===== config.mk =====
export PLATFORM = sky130hd
export DESIGN_NAME = bea_word_unit
export DESIGN_NICKNAME = d
export VERILOG_FILES = /design/src/hdl/bitmap_extent_allocator_defines.svh /design/src/hdl/bea_pkg.sv /design/src/hdl/bea_word_unit.sv
export SDC_FILE = /design/constraint.sdc
export NUM_CORES = 1
export LEC_CHECK = 0
export ABC_AREA = 0
export BUFFER_PORTS_ARGS = -buffer_cell sky130_fd_sc_hd__clkbuf_2
export CAP_MARGIN = 30
export CORE_UTILIZATION = 50
export DETAILED_ROUTE_END_ITERATION = 8
export PLACE_DENSITY = 0.87
export SLEW_MARGIN = 20
export SYNTH_ARGS = -nofsm -noshare
export SYNTH_HDL_FRONTEND = slang
export SYNTH_SLANG_ARGS = --single-unit

===== constraint.sdc =====
create_clock -name vclk -period 3.1
set_input_delay 0.155 -clock vclk [all_inputs]
set_output_delay 0.155 -clock vclk [all_outputs]
set_load 0.05 [all_outputs]

===== src/hdl/bitmap_extent_allocator_defines.svh =====
// ----------------------------------------------------------------------------
// bitmap extent allocator assertion macros
// shared concurrent assertion forms, clocked on clk and gated by arst_n
// ----------------------------------------------------------------------------
`ifndef BITMAP_EXTENT_ALLOCATOR_DEFINES_SVH
`define BITMAP_EXTENT_ALLOCATOR_DEFINES_SVH

// antecedent implies consequent in the same cycle
`define BEA_ASSERT_SAME(lbl, ante, cons) \
	lbl: assert property (@(posedge clk) disable iff (!arst_n) (ante) |-> (cons)) \
		else $error("bitmap extent allocator check failed");

// antecedent implies consequent in the following cycle
`define BEA_ASSERT_NEXT(lbl, ante, cons) \
	lbl: assert property (@(posedge clk) disable iff (!arst_n) (ante) |=> (cons)) \
		else $error("bitmap extent allocator check failed");

`endif


===== src/hdl/bea_pkg.sv =====
// ----------------------------------------------------------------------------
// bitmap extent allocator package
// shared constants, codes and types
// ----------------------------------------------------------------------------
package bea_pkg;

	localparam int MAP_BLOCKS_DEF  = 4096;
	localparam int EXT_LIMIT_DEF   = 3;
	localparam int SCAN_ORIGIN     = 6;
	localparam int WORD_BITS       = 32;
	localparam int START_W         = 12;
	localparam int COUNT_W         = 13;
	localparam int STATUS_W        = 2;
	localparam int IN_DATA_W       = 40;
	localparam int OUT_DATA_W      = 32;

	localparam logic [WORD_BITS-1:0] RESET_WORD0 = 32'h0000_003F;
	localparam logic [COUNT_W-1:0]   TOTAL_RESET = 13'd4096;

	typedef enum logic [STATUS_W-1:0] {
		ST_OK      = 2'd0,
		ST_MIN     = 2'd1,
		ST_NOSPACE = 2'd2
	} status_t;

	typedef struct packed {
		logic       found;
		logic [4:0] idx;
	} word_res_t;

endpackage


===== src/hdl/bea_word_unit.sv =====
// ----------------------------------------------------------------------------
// bitmap word unit
// first-bit search from an offset and bit range mask for one map word
// ----------------------------------------------------------------------------
module bea_word_unit (
	input  logic [bea_pkg::WORD_BITS-1:0] word,
	input  logic                          find_used,
	input  logic [4:0]                    from_bit,
	input  logic [4:0]                    mask_lo,
	input  logic [5:0]                    mask_hi,
	output bea_pkg::word_res_t            res,
	output logic [bea_pkg::WORD_BITS-1:0] mask
);
	import bea_pkg::*;

	logic [WORD_BITS-1:0] cand;
	logic [WORD_BITS:0]   hi_m;
	logic [WORD_BITS-1:0] lo_m;

	always_comb begin
		for (int i = 0; i < WORD_BITS; i++) begin
			cand[i] = (word[i] == find_used) && (5'(i) >= from_bit);
		end
		res.found = |cand;
		res.idx   = '0;
		for (int i = WORD_BITS - 1; i >= 0; i--) begin
			if (cand[i]) begin
				res.idx = 5'(i);
			end
		end
	end

	always_comb begin
		hi_m = (33'd1 << mask_hi) - 33'd1;
		lo_m = (32'd1 << mask_lo) - 32'd1;
		mask = hi_m[WORD_BITS-1:0] & ~lo_m;
	end

endmodule


==> Yosys cells after proc, flatten, opt, wreduce, memory -nomap -nowiden <==
Index checks and enable logic that the tools add are counted.
{ "totals": {"reg_bits": 0, "in_bits": 49, "out_inout_bits": 38, "wordCells": 135} }
{ "op_classes": {"n_addsub": 2, "magnitude_cmp": 32, "eq_ne": 32, "n_shift": 2, "n_mux": 32, "bitwise": 2, "reduce_logical": 33} }
{ "op_table": {"columns": ["op", "count"], "rows": [
  ["2-to-1 mux 5 bit", 32],
  ["greater-or-equal comparator 5 bit (first input constant)", 16],
  ["subtractor 32 x 1 -> 32 bit (second input constant)", 2],
  ["greater-or-equal comparator 4 x 5 -> 1 bit (first input constant)", 8],
  ["AND 32 bit", 1],
  ["== test 1 bit", 32],
  ["logical AND 1 bit", 32],
  ["NOT 32 bit", 1],
  ["OR reduction 32 bit", 1],
  ["left shift 1 x 5 -> 32 bit (first input constant)", 1],
  ["left shift 1 x 6 -> 32 bit (first input constant)", 1],
  ["greater-or-equal comparator 3 x 5 -> 1 bit (first input constant)", 4],
  ["greater-or-equal comparator 1 x 5 -> 1 bit (first input constant)", 2],
  ["greater-or-equal comparator 2 x 5 -> 1 bit (first input constant)", 2]
]} }

==> Logic depth before layout (Yosys ltp) <==
{ "logic_depth": {"depth_word": 34, "depth_mapped": 11, "ltp_nobuf": 9} }

==> Worst setup path after synthesis <==
Ideal clock, no wire load.
{ "synth_path": {"path_kind": "in2out", "startpoint": "input port mask_lo[3]", "endpoint": "output port mask[18] in the netlist's numbering", "arrival_time_ns": 3.237, "required_ns": 2.945, "path_slack_ns": -0.292, "stages": 9, "n_path_buf": 2, "cell_sequence": "or2_2 clkbuf_1 or4b_2 ha_1 clkbuf_1 and2_1 o21ai_0 nand2_1 a221oi_1"} }
{ "synth_between": {"elab_chain_len": 4} }
{ "synth_rtl": {"columns": ["item", "line", "rtl"], "rows": [
  ["start: declaration", "bea_word_unit.sv:9", "input logic [4:0] mask_lo,"],
  ["left shift 1 x 5 -> 32 bit", "bea_word_unit.sv:35", "lo_m = (32'd1 << mask_lo) - 32'd1;"],
  ["subtractor 32 x 1 -> 32 bit", "bea_word_unit.sv:35", null],
  ["NOT 32 bit", "bea_word_unit.sv:36", "mask = hi_m[WORD_BITS-1:0] & ~lo_m;"],
  ["AND 32 bit", "bea_word_unit.sv:36", null],
  ["end: declaration", "bea_word_unit.sv:12", "output logic [bea_pkg::WORD_BITS-1:0] mask"]
]} }
No other way between the ends.

==> Worst setup path after layout <==
{ "layout_path": {"startpoint": "input port mask_hi[4]", "endpoint": "output port mask[18] in the netlist's numbering"} }
{ "layout_between": {"elab_chain_len": 3} }
{ "layout_rtl": {"columns": ["item", "line", "rtl"], "rows": [
  ["start: declaration", "bea_word_unit.sv:10", "input logic [5:0] mask_hi,"],
  ["left shift 1 x 6 -> 32 bit", "bea_word_unit.sv:34", "hi_m = (33'd1 << mask_hi) - 33'd1;"],
  ["subtractor 32 x 1 -> 32 bit", "bea_word_unit.sv:34", null],
  ["AND 32 bit", "bea_word_unit.sv:36", null]
]} }
No other way between the ends.

==> impl_summary.txt <==
----------------------------------------------------
[Global routing]
  Leftover overflow at the end of global routing ... 0
  Global-route usage over all layers ... 28.7%
  Most congested layer reported by global routing ... met2
  Maximum number of pins on one net before global-route repair ... 33
  Number of global-route vias before repair ... 2796
  Number of antenna violations at the first check in global routing ... 0
  First-pass GRT wire length ... 12.8 mm
  GRT met1 Usage ... 38.4%
  Met3 track demand over resource ... 2.33%
  Met2 Use GR ... 48.7%

[Timing]
  Final critical-path share of the clock period ... 92.9%
  Maximum clock frequency ... 0.347 GHz
  Endpoints failing hold ... 0
  Final worst-path setup slack ... 0.219 ns
  Max-Slew Margin vs Limit ... 41.1%
  Final Slew Violations ... 0
  Slew of the pin with the lowest slew margin ... 0.880 ns
  Total negative setup slack ... 0 ns
  Final number of setup-violating endpoints ... 0
  Setup repair after global routing missed its margin ... false
  Fin Hold WS ... 0.830 ns
  Final period demand of the worst path ... 2.88 ns

[Layout]
  Fraction of final layout cells sized beyond drive strength 1 ... 27.4%
  Number of inserted diodes ... 0
  Fraction of the core area covered by cells at the end of the flow ... 61.2%
  Final layout net count ... 521
  Area growth from synthesis to final layout ... 14.9%
  Most common library cell in the layout ignoring fill and taps ... sky130_fd_sc_hd__clkbuf_2
  Most frequent cells in the layout ... sky130_fd_sc_hd__clkbuf_2 (87), sky130_fd_sc_hd__nor2_1 (44), sky130_fd_sc_hd__a21oi_1 (37), sky130_fd_sc_hd__o21ai_0 (29), sky130_fd_sc_hd__nand2_1 (28)
  FF+latch area ... 0 sq um
  Total number of sequential cells ... 0
  Number of clock buffers in the layout ... 0
  Fin area ... 0.00295 sq mm
  Finished Layout Cells ... 535

[Floorplanning]
  Starting Density ... 53.2%
  Die width ... 73.6 um
  IO Count ... 87
  Die ar. ... 0.00542 sq mm
  Core footprint ... 0.00482 sq mm
  Number of core rows ... 25
  Die H ... 73.6 um

[Yosys]
  Net count after synthesis ... 460
  Post-synthesis share of cell area spent on and, or, nand and nor gates ... 34.6%
  Proportion of synthesized chip area in sequential cells ... 0%
  Synth warn ... 0
  Combinational family with the most area after synthesis ... compound AO/OA/AOI/OAI gates
  Post-Synthesis Cell Area ... 0.00256 sq mm
  Post-synthesis xor/xnor area fraction ... 11.6%
  Complex-gate fraction of the synthesized area ... 42.1%
  Netlist cell types ... 68
  Synth Area per Inst ... 6.27 sq um
  Fraction of the mapped netlist area in adder cells ... 0.976%
  Share of cell area taken by muxes after synthesis ... 0%
  Synth Instances ... 409

[Power and ir drop]
  Power per cell area ... 219 mW/mm^2
  Total design power ... 0.646 mW
  Maximum VDD drop ... 0.120 mV
  Cell leakage power ... 1.21 nW

[Drt]
  First drt pass iteration count ... 6
  Sum of routed wire length over all layers ... 7.92 mm
  Post-detailed-route DRC marker count ... 0
  Post-detailed-route wirelength per cell ... 14.8 um
  Detail-routed via count per cell ... 6.39
  Post-route antenna net violation count ... 0
  Total number of vias ... 3417
  Initial drt markers ... 431

[Place]
  Post-Place Cell Area ... 0.00294 sq mm
  HPWL after DPL ... 6.07 mm
  Buffers on Ports ... 87
  Pre-CTS setup slack ... 0.130 ns
  Cell count after placement ... 535
  RePlAce Congestion ... 0.947

[Status]
  Outcome ... completed

[Hold path]
  Hold-critical path endpoint ... mask[31]
  Worst min-delay path class ... in -> out
  Origin of the worst min-delay path ... mask_hi[5]
  Hold depth ... 3

[Critical path]
  Critical setup path kind ... in -> out
  Largest driver fanout on the critical path ... 14
  Type of element launching the critical path ... input pin
  Data arrival, critical path ... 2.73 ns
  Kind of end point of the critical path ... primary output
  Req. time, crit path ... 2.94 ns

[Clock tree]
  Total of hold buffers inserted after clock tree synthesis ... 0

[Run]
  Max-cap viol count ... 0

----------------------------------------------------
## cells in the mapped netlist, types with 10 or more instances
master	count	area share, %
sky130_fd_sc_hd__a31oi_1	17	4.1
sky130_fd_sc_hd__a21oi_1	37	7.2
sky130_fd_sc_hd__buf_2	10	2.0
sky130_fd_sc_hd__nand3_1	14	2.7
sky130_fd_sc_hd__nor3_1	15	2.9
sky130_fd_sc_hd__nand2_1	28	4.1
sky130_fd_sc_hd__xnor2_1	20	6.8
sky130_fd_sc_hd__clkbuf_1	18	2.6
sky130_fd_sc_hd__xor2_1	12	4.1
sky130_fd_sc_hd__nor2_1	44	6.4
sky130_fd_sc_hd__o21ai_0	29	5.7
sky130_fd_sc_hd__nor2b_1	13	3.2
## worst max-delay path, cell delays in order
cell and delay (ns):
sky130_fd_sc_hd__clkbuf_2 0.19, sky130_fd_sc_hd__nor4_2 0.52, sky130_fd_sc_hd__nand3b_1 0.14, sky130_fd_sc_hd__ha_1 0.35, sky130_fd_sc_hd__nor3b_1 0.35, sky130_fd_sc_hd__nand2b_1 0.14
sky130_fd_sc_hd__o31ai_1 0.21, sky130_fd_sc_hd__a21oi_1 0.14, sky130_fd_sc_hd__a221oi_2 0.20, sky130_fd_sc_hd__clkbuf_2 0.32
## area by class of cell
type	count	area (sq um)
Fill cell	468	1870
Inverter	6	22.5
Multi-Input combinational cell	362	2310
Tap cell	67	83.8
Timing Repair Buffer	100	533
## routing by layer
layer	vias to the layer above	routed length (um)
met5	-	0
met4	0	230
met3	26	626
met2	198	3800
met1	1542	3260
li1	1651	-
## logic make-up after synthesis
family,count (synthesis)
adder cells (fa/ha/maj),2
buffers and inverters,47
XOR/XNOR,33
AND/OR/NAND/NOR,170
AO/OA/AOI/OAI,157
## worst max path at each step
stage,startpoint,to,slack [ns]
detailed placement,mask_hi[4],mask[18],0.13
CTS,mask_hi[4],mask[18],0.11
global placement,mask_hi[4],mask[18],0.25
floorplan,mask_lo[3],mask[4],0.15
finish,mask_hi[4],mask[18],0.22
global route,mask_hi[4],mask[18],0.04
## where the power goes
| group | leakage [nW] | internal (mW) | total [mW] | switching (mW) |
|---|---|---|---|---|
| sequential | 0 | 0 | 0 | 0 |
| combinational | 1.21 | 0.203 | 0.646 | 0.442 |
| clock | 0 | 0 | 0 | 0 |
## timing repair
action                                  CTS  global route
setup buffers                             0             0
gates resized for setup                   0             1
endpoints found under the setup margin    0             7
(Power assumes the default switching activity.)
