File: src/hdl/bitmap_extent_allocator_defines.svh
// ----------------------------------------------------------------------------
// bitmap extent allocator assertion macros
// shared concurrent assertion forms, clocked on clk and gated by arst_n
// ----------------------------------------------------------------------------
`ifndef BITMAP_EXTENT_ALLOCATOR_DEFINES_SVH
`define BITMAP_EXTENT_ALLOCATOR_DEFINES_SVH

// antecedent implies consequent in the same cycle
`define BEA_ASSERT_SAME(lbl, ante, cons) \
	lbl: assert property (@(posedge clk) disable iff (!arst_n) (ante) |-> (cons)) \
		else $error("bitmap extent allocator check failed");

// antecedent implies consequent in the following cycle
`define BEA_ASSERT_NEXT(lbl, ante, cons) \
	lbl: assert property (@(posedge clk) disable iff (!arst_n) (ante) |=> (cons)) \
		else $error("bitmap extent allocator check failed");

`endif

File: src/hdl/bea_pkg.sv
// ----------------------------------------------------------------------------
// bitmap extent allocator package
// shared constants, codes and types
// ----------------------------------------------------------------------------
package bea_pkg;

	localparam int MAP_BLOCKS_DEF  = 4096;
	localparam int EXT_LIMIT_DEF   = 3;
	localparam int SCAN_ORIGIN     = 6;
	localparam int WORD_BITS       = 32;
	localparam int START_W         = 12;
	localparam int COUNT_W         = 13;
	localparam int STATUS_W        = 2;
	localparam int IN_DATA_W       = 40;
	localparam int OUT_DATA_W      = 32;

	localparam logic [WORD_BITS-1:0] RESET_WORD0 = 32'h0000_003F;
	localparam logic [COUNT_W-1:0]   TOTAL_RESET = 13'd4096;

	typedef enum logic [STATUS_W-1:0] {
		ST_OK      = 2'd0,
		ST_MIN     = 2'd1,
		ST_NOSPACE = 2'd2
	} status_t;

	typedef struct packed {
		logic       found;
		logic [4:0] idx;
	} word_res_t;

endpackage

File: src/hdl/bea_map_ram.sv
// ----------------------------------------------------------------------------
// bitmap word memory
// one write port, one read port with registered read data
// ----------------------------------------------------------------------------
module bea_map_ram #(
	parameter int WORDS = 128,
	parameter int AW    = 7
) (
	input  logic                           clk,
	input  logic                           we,
	input  logic [AW-1:0]                  waddr,
	input  logic [bea_pkg::WORD_BITS-1:0]  wdata,
	input  logic                           re,
	input  logic [AW-1:0]                  raddr,
	output logic [bea_pkg::WORD_BITS-1:0]  rdata
);
	import bea_pkg::*;

	logic [WORD_BITS-1:0] mem_q [WORDS];

	always_ff @(posedge clk) begin
		if (we) begin
			mem_q[waddr] <= wdata;
		end
	end

	always_ff @(posedge clk) begin
		if (re) begin
			rdata <= mem_q[raddr];
		end
	end

endmodule

File: config.mk
export PLATFORM = sky130hd
export DESIGN_NAME = bea_map_ram
export DESIGN_NICKNAME = d
export VERILOG_FILES = /design/src/hdl/bitmap_extent_allocator_defines.svh /design/src/hdl/bea_pkg.sv /design/src/hdl/bea_map_ram.sv
export SDC_FILE = /design/constraint.sdc
export NUM_CORES = 2
export LEC_CHECK = 0
export ABC_AREA = 1
export BUFFER_PORTS_ARGS = -buffer_cell sky130_fd_sc_hd__clkbuf_2
export CELL_PAD_IN_SITES_DETAIL_PLACEMENT = 0
export CELL_PAD_IN_SITES_GLOBAL_PLACEMENT = 1
export CORE_ASPECT_RATIO = 0.8
export CORE_MARGIN = 5
export CORE_UTILIZATION = 35
export CTS_BUF_LIST = sky130_fd_sc_hd__clkbuf_8
export DETAILED_ROUTE_END_ITERATION = 7
export HOLD_SLACK_MARGIN = 0.03
export PLACE_DENSITY = 0.67
export SLEW_MARGIN = 20
export SYNTH_ARGS = -nofsm -noshare
export SYNTH_HDL_FRONTEND = slang
export SYNTH_SLANG_ARGS = --single-unit
File: constraint.sdc
create_clock -name clk -period 2.65 [get_ports clk]
set_input_delay 0.3975 -clock clk [delete_from_list [all_inputs] [get_ports clk]]
set_output_delay 0.3975 -clock clk [all_outputs]
set_load 0.05 [all_outputs]
* Word-level counts from Yosys, hierarchy flattened
Memory sizes are Yosys's and may differ from the RTL's. A register that Yosys moved wholly into a read port is not among the register bits.
Cells that the tools add are included.
** Storage, ports and cells
- Memories kept :: 1
- Bits in registers :: 0
- Memory bits (writable) :: 4096
- Word-level logic and storage cells :: 3
- Output and inout port bits :: 32
** Cells by class
- Mux-type cells :: 2
** Memory list
- mem_q :: depth 128, bits a word 32, read ports 1, clocked after Yosys merged registers in 1, wr ports 1, RTL line bea_map_ram.sv:19 : logic [WORD_BITS-1:0] mem_q [WORDS];
** Operator list (number)
- $mux W1 :: 2

* Depth between registers and ports, before layout
- Word-level depth :: 2
- Mapped depth :: 13

* Least setup slack after synthesis
No wires, ideal clock.
- Path kind :: input port to flip-flop
- Start point :: input we
- End point :: memory mem_q[105][0] (enable)
- Slack :: -145 ps
- Arrival time :: 2374 ps
- Required time :: 2229 ps
- Buffers on the path :: 2
- Cell stages on the path :: 4
- Setup time :: 421 ps
- Path through :: clkbuf_1 > nand2_1 > clkbuf_1 > nor2_1
** On the way
- Cells in the longest elaborated chain, start to end :: 2
** RTL lines
- start, declared :: RTL line bea_map_ram.sv:10 : input logic we,
- $mux W1 :: RTL line bea_map_ram.sv:22 : if (we) begin
- $mux W1 (not written as such) :: RTL line bea_map_ram.sv:23 : mem_q[waddr] <= wdata;
- end, declared :: RTL line bea_map_ram.sv:19
Every way passes these cells.

* Worst setup path after layout
- Start point :: register rdata[18] (netlist bit) (read register of mem_q)
- End point :: output rdata[18] (netlist bit)
** RTL lines
- start, declared :: RTL line bea_map_ram.sv:15 : output logic [bea_pkg::WORD_BITS-1:0] rdata
No word-level cell between the ends.

==> insert_results.sql <==
INSERT INTO impl_metrics (metric_group, metric, value, unit) VALUES
('outcome', 'status', 'finished, final reports clean', ''),
('placement', 'numPortBuffers', '80', ''),
('grt', 'first_global_vias', '106096', ''),
('power', 'clock_network_fraction_of_design_power', '0.370', ''),
('cells_and_area', 'finish.net_count', '14558', ''),
('routing', 'drt_wl_total', '565', 'mm'),
('clock_network', 'post_cts_buffers', '0', ''),
('logic_synthesis', 'count_of_distinct_cell_types_in_the_synthesized_netlist', '14', ''),
('floorplanning', 'die_width', '778', 'um'),
('timing', 'min_period_over_period', '0.994', ''),
('power', 'p_seq_frac', '0.547', ''),
('timing', 'final_max_slew_viol_count', '0', ''),
('timing', 'grt_setup_unrepaired', 'yes', ''),
('clock_network', 'clk-insertion-delay-late', '1.27', 'ns'),
('clock_network', 'cts_made_buffers', '639', ''),
('routing', 'drt-vias-per-instance', '5.32', ''),
('grt', 'global_route.overflow_total', '0', ''),
('cells_and_area', 'synth_to_final_area_change', '18.9', '%'),
('timing', 'setup_tns', '0', 'ns'),
('grt', 'grt_antenna_before_repair', '30', ''),
('routing', 'drcViolationCount', '0', ''),
('floorplanning', 'boundaryPins', '81', ''),
('worst_setup_path', 'endpoint_required_time_on_the_critical_path', '2.25', 'ns'),
('grt', 'grt_max_degree', '125', ''),
('power', 'power.switching_fraction', '0.253', ''),
('routing', 'routed-via-count', '112921', ''),
('timing', 'fin_worst_skew', '0.0721', 'ns'),
('clock_network', 'cts_htree_levels', '6', ''),
('clock_network', 'clk_pin_slew_worst_paths', '0.06', 'ns'),
('worst_setup_path', 'cp.buffers_inverters', '1', ''),
('routing', 'number_of_detailed_route_iterations_in_the_first_pass', '6', ''),
('floorplanning', 'core_box_area', '470000', 'um^2'),
('clock_network', 'clockBufferDepth', '4', ''),
('logic_synthesis', 'post_synth.cell_area_avg', '12.3', 'um^2'),
('floorplanning', 'row_cnt', '225', ''),
('placement', 'detailedPlacementHpwl', '345', 'mm'),
('grt', 'grt_usage', '0.226', ''),
('worst_setup_path', 'endpoint_kind', 'output pin', ''),
('run', 'max_cap_violations', '0', ''),
('logic_synthesis', 'synth_sequential_area_ratio', '0.751', ''),
('timing', 'hold_viol', '0', ''),
('power', 'leakage', '69.8', 'nW'),
('timing', 'fin_hold_ws', '0.162', 'ns'),
('clock_network', 'cts_tree', 'yes', ''),
('floorplanning', 'starting_utilization_of_the_core_area', '0.351', ''),
('clock_network', 'cts_num_sinks', '4128', ''),
('timing', 'maxClockFrequency', '0.380', 'GHz'),
('logic_synthesis', 'synth_warnings', '0', ''),
('floorplanning', 'total_die_area', '485000', 'um^2'),
('logic_synthesis', 'synth_cells', '13389', ''),
('routing', 'wire_length_per_cell', '26.6', 'um'),
('placement', 'gp_congestion', '0.865', ''),
('timing', 'final_critical_delay_including_setup_and_external_delays', '2.63', 'ns'),
('timing', 'tightest_slew_margin_relative_to_the_limit', '0.405', ''),
('worst_setup_path', 'worstPathCellList', 'buf_8', ''),
('worst_setup_path', 'timing.critical_path.slowest_stage_cell', 'sky130_fd_sc_hd__edfxtp_1', ''),
('cells_and_area', 'share_of_post_route_cells_with_drive_strength_above_1', '0.148', ''),
('power', 'p_switching', '33.5', 'mW'),
('worst_setup_path', 'critPathMaxStageDelay', '0.79', 'ns'),
('grt', 'first_pass_grt_wire_length', '797', 'mm'),
('worst_setup_path', 'biggest_fanout_along_the_worst_timing_path', '1', ''),
('timing', 'worst_max_slew_pin_slew', '0.892', 'ns'),
('power', 'power_density', '675', 'nW/um^2'),
('power', 'internal_power', '98.9', 'mW'),
('floorplanning', 'fp.dieH', '624', 'um'),
('logic_synthesis', 'syn-cell-area', '165000', 'um^2'),
('power', 'p_comb_frac', '0.084', ''),
('clock_network', 'cts_root_buf', 'sky130_fd_sc_hd__clkbuf_8', ''),
('worst_setup_path', 'worst_r2r_setup_slack', '0.36', 'ns'),
('worst_setup_path', 'worstSetupStartpointType', 'flop', ''),
('worst_setup_path', 'path_class', 'flop to output pin', ''),
('timing', 'timing.final.setup_violations', '0', ''),
('routing', 'detail_route.iter0.violations', '13876', ''),
('logic_synthesis', 'synth-seq-cells', '4128', ''),
('worst_setup_path', 'timing.critical_path.arrival', '2.24', 'ns'),
('routing', 'route.antenna.remaining_nets', '0', ''),
('logic_synthesis', 'postSynthNetCount', '13438', ''),
('worst_hold_path', 'worstHoldPathType', 'primary input to flop', ''),
('worst_setup_path', 'cpLargestDelayFamily', 'flip-flops', ''),
('power', 'ir_worst_vdd', '0.515', 'mV');
-- registers in the layout (all words and copies together) (netlist names) --
| signal | count |
|---|---|
| mem_q | 4096 |
| rdata | 32 |
-- path summary, 6_finish.rpt --
path / startpoint / to / cells past startpoint
setup reg to reg: mem_q[97][29]$_DFFE_PP_ / rdata[29]$_DFFE_PP_ / 10
setup / recovery: rdata[18]$_DFFE_PP_ / rdata[18] / 1
hold reg to reg: mem_q[40][8]$_DFFE_PP_ / rdata[8]$_DFFE_PP_ / 8
hold / removal: wdata[9] / mem_q[34][9]$_DFFE_PP_ / 2
-- cell type report --
| type | count | area [um^2] |
|---|---|---|
| Fill cell | 43642 | 273000 |
| Sequential cell | 4128 | 124000 |
| Multi-Input combinational cell | 8328 | 37300 |
| Timing Repair Buffer | 1388 | 15800 |
| Clock buffer | 648 | 8920 |
| Tap cell | 6242 | 7810 |
| Clock inverter | 469 | 2290 |
| Inverter | 24 | 143 |
| Antenna cell | 10 | 25.0 |
-- layer usage --
| layer | wire [um] | GRT usage | up-vias |
|---|---|---|---|
| met4 | 19200 | 0.0717 | 2 |
| met3 | 57000 | 0.0529 | 844 |
| met5 | 7 | 0 | - |
| met2 | 247000 | 0.339 | 5420 |
| met1 | 242000 | 0.325 | 56245 |
| li1 | - | - | 50410 |
-- per-stage QoR --
step / total power [mW] / instance area, um^2 / util / setup slack, ns / cells
5_1_grt: 137 / 196000 / 0.418 / -0.0158 / 21230
3_5_place_dp: 84.5 / 184000 / 0.392 / -0.570 / 20054
6_report: 132 / 196000 / 0.418 / 0.0169 / 21237
4_1_cts: 133 / 196000 / 0.418 / -0.195 / 21227
3_3_place_gp: 84.5 / 184000 / 0.392 / -0.582 / 20054
2_1_floorplan: 78.1 / 165000 / - / -0.145 / 13389
-- placed cells by master (no fill, tap or decap), types with 4 or more instances in the layout --
cell                            Yosys  layout
sky130_fd_sc_hd__buf_6             11      16
sky130_fd_sc_hd__buf_12             0     405
sky130_fd_sc_hd__nand3_1         4035    4035
sky130_fd_sc_hd__clkinv_1           0     132
sky130_fd_sc_hd__clkinvlp_4         0      10
sky130_fd_sc_hd__nor2_1           134       6
sky130_fd_sc_hd__nor2_4             0     128
sky130_fd_sc_hd__inv_1             20     257
sky130_fd_sc_hd__buf_8              1       9
sky130_fd_sc_hd__diode_2            0      10
sky130_fd_sc_hd__clkbuf_2           0      24
sky130_fd_sc_hd__inv_8              0      13
sky130_fd_sc_hd__buf_4             86     866
sky130_fd_sc_hd__clkinv_8           0       4
sky130_fd_sc_hd__edfxtp_1        4128    4128
sky130_fd_sc_hd__clkbuf_8           0     658
sky130_fd_sc_hd__nand2_2            0       8
sky130_fd_sc_hd__inv_12             0       4
sky130_fd_sc_hd__nand2_1         4151    4143
sky130_fd_sc_hd__inv_6              0      21
sky130_fd_sc_hd__bufinv_16          0       5
sky130_fd_sc_hd__dlygate4sd3_1      0      56
sky130_fd_sc_hd__nor3_1             8       8
sky130_fd_sc_hd__clkinv_2           0      42
-- kinds of logic after synthesis --
family | count (synthesis) | synth area share
buffers and inverters | 933 | 0.0284
flip-flops | 4128 | 0.751
AND/OR/NAND/NOR | 8328 | 0.220
-- cell usage after synthesis --
master                     instances  area share
sky130_fd_sc_hd__nand2_1        4151       0.094
sky130_fd_sc_hd__edfxtp_1       4128        0.75
sky130_fd_sc_hd__nand3_1        4035        0.12
sky130_fd_sc_hd__buf_2           602       0.018
sky130_fd_sc_hd__nor2_1          134      0.0030
sky130_fd_sc_hd__clkbuf_1        109      0.0025
sky130_fd_sc_hd__buf_1           100      0.0023
sky130_fd_sc_hd__buf_4            86      0.0039
sky130_fd_sc_hd__inv_1            20     0.00046
sky130_fd_sc_hd__buf_6            11     0.00075
sky130_fd_sc_hd__nor3_1            8     0.00024
sky130_fd_sc_hd__inv_2             2    0.000046
sky130_fd_sc_hd__inv_4             2    0.000076
sky130_fd_sc_hd__buf_8             1    0.000091
-- repair_timing --
action,in CTS,in global routing
hold endpoints to repair,4595,0
endpoints found under the setup margin,18,6
gates resized for setup,34,6
hold buffers,56,0
-- power groups by stage --
stage | clock network, mW | registers, mW | logic, mW
6_report | 48.9 | 72.4 | 11.1
3_5_place_dp | 0 | 73.7 | 10.8
3_3_place_gp | 0 | 73.7 | 10.8
2_1_floorplan | 0 | 73.8 | 4.33
4_1_cts | 49.7 | 72.4 | 11.0
5_1_grt | 52.7 | 72.3 | 11.7
(Power assumes the default switching activity.)
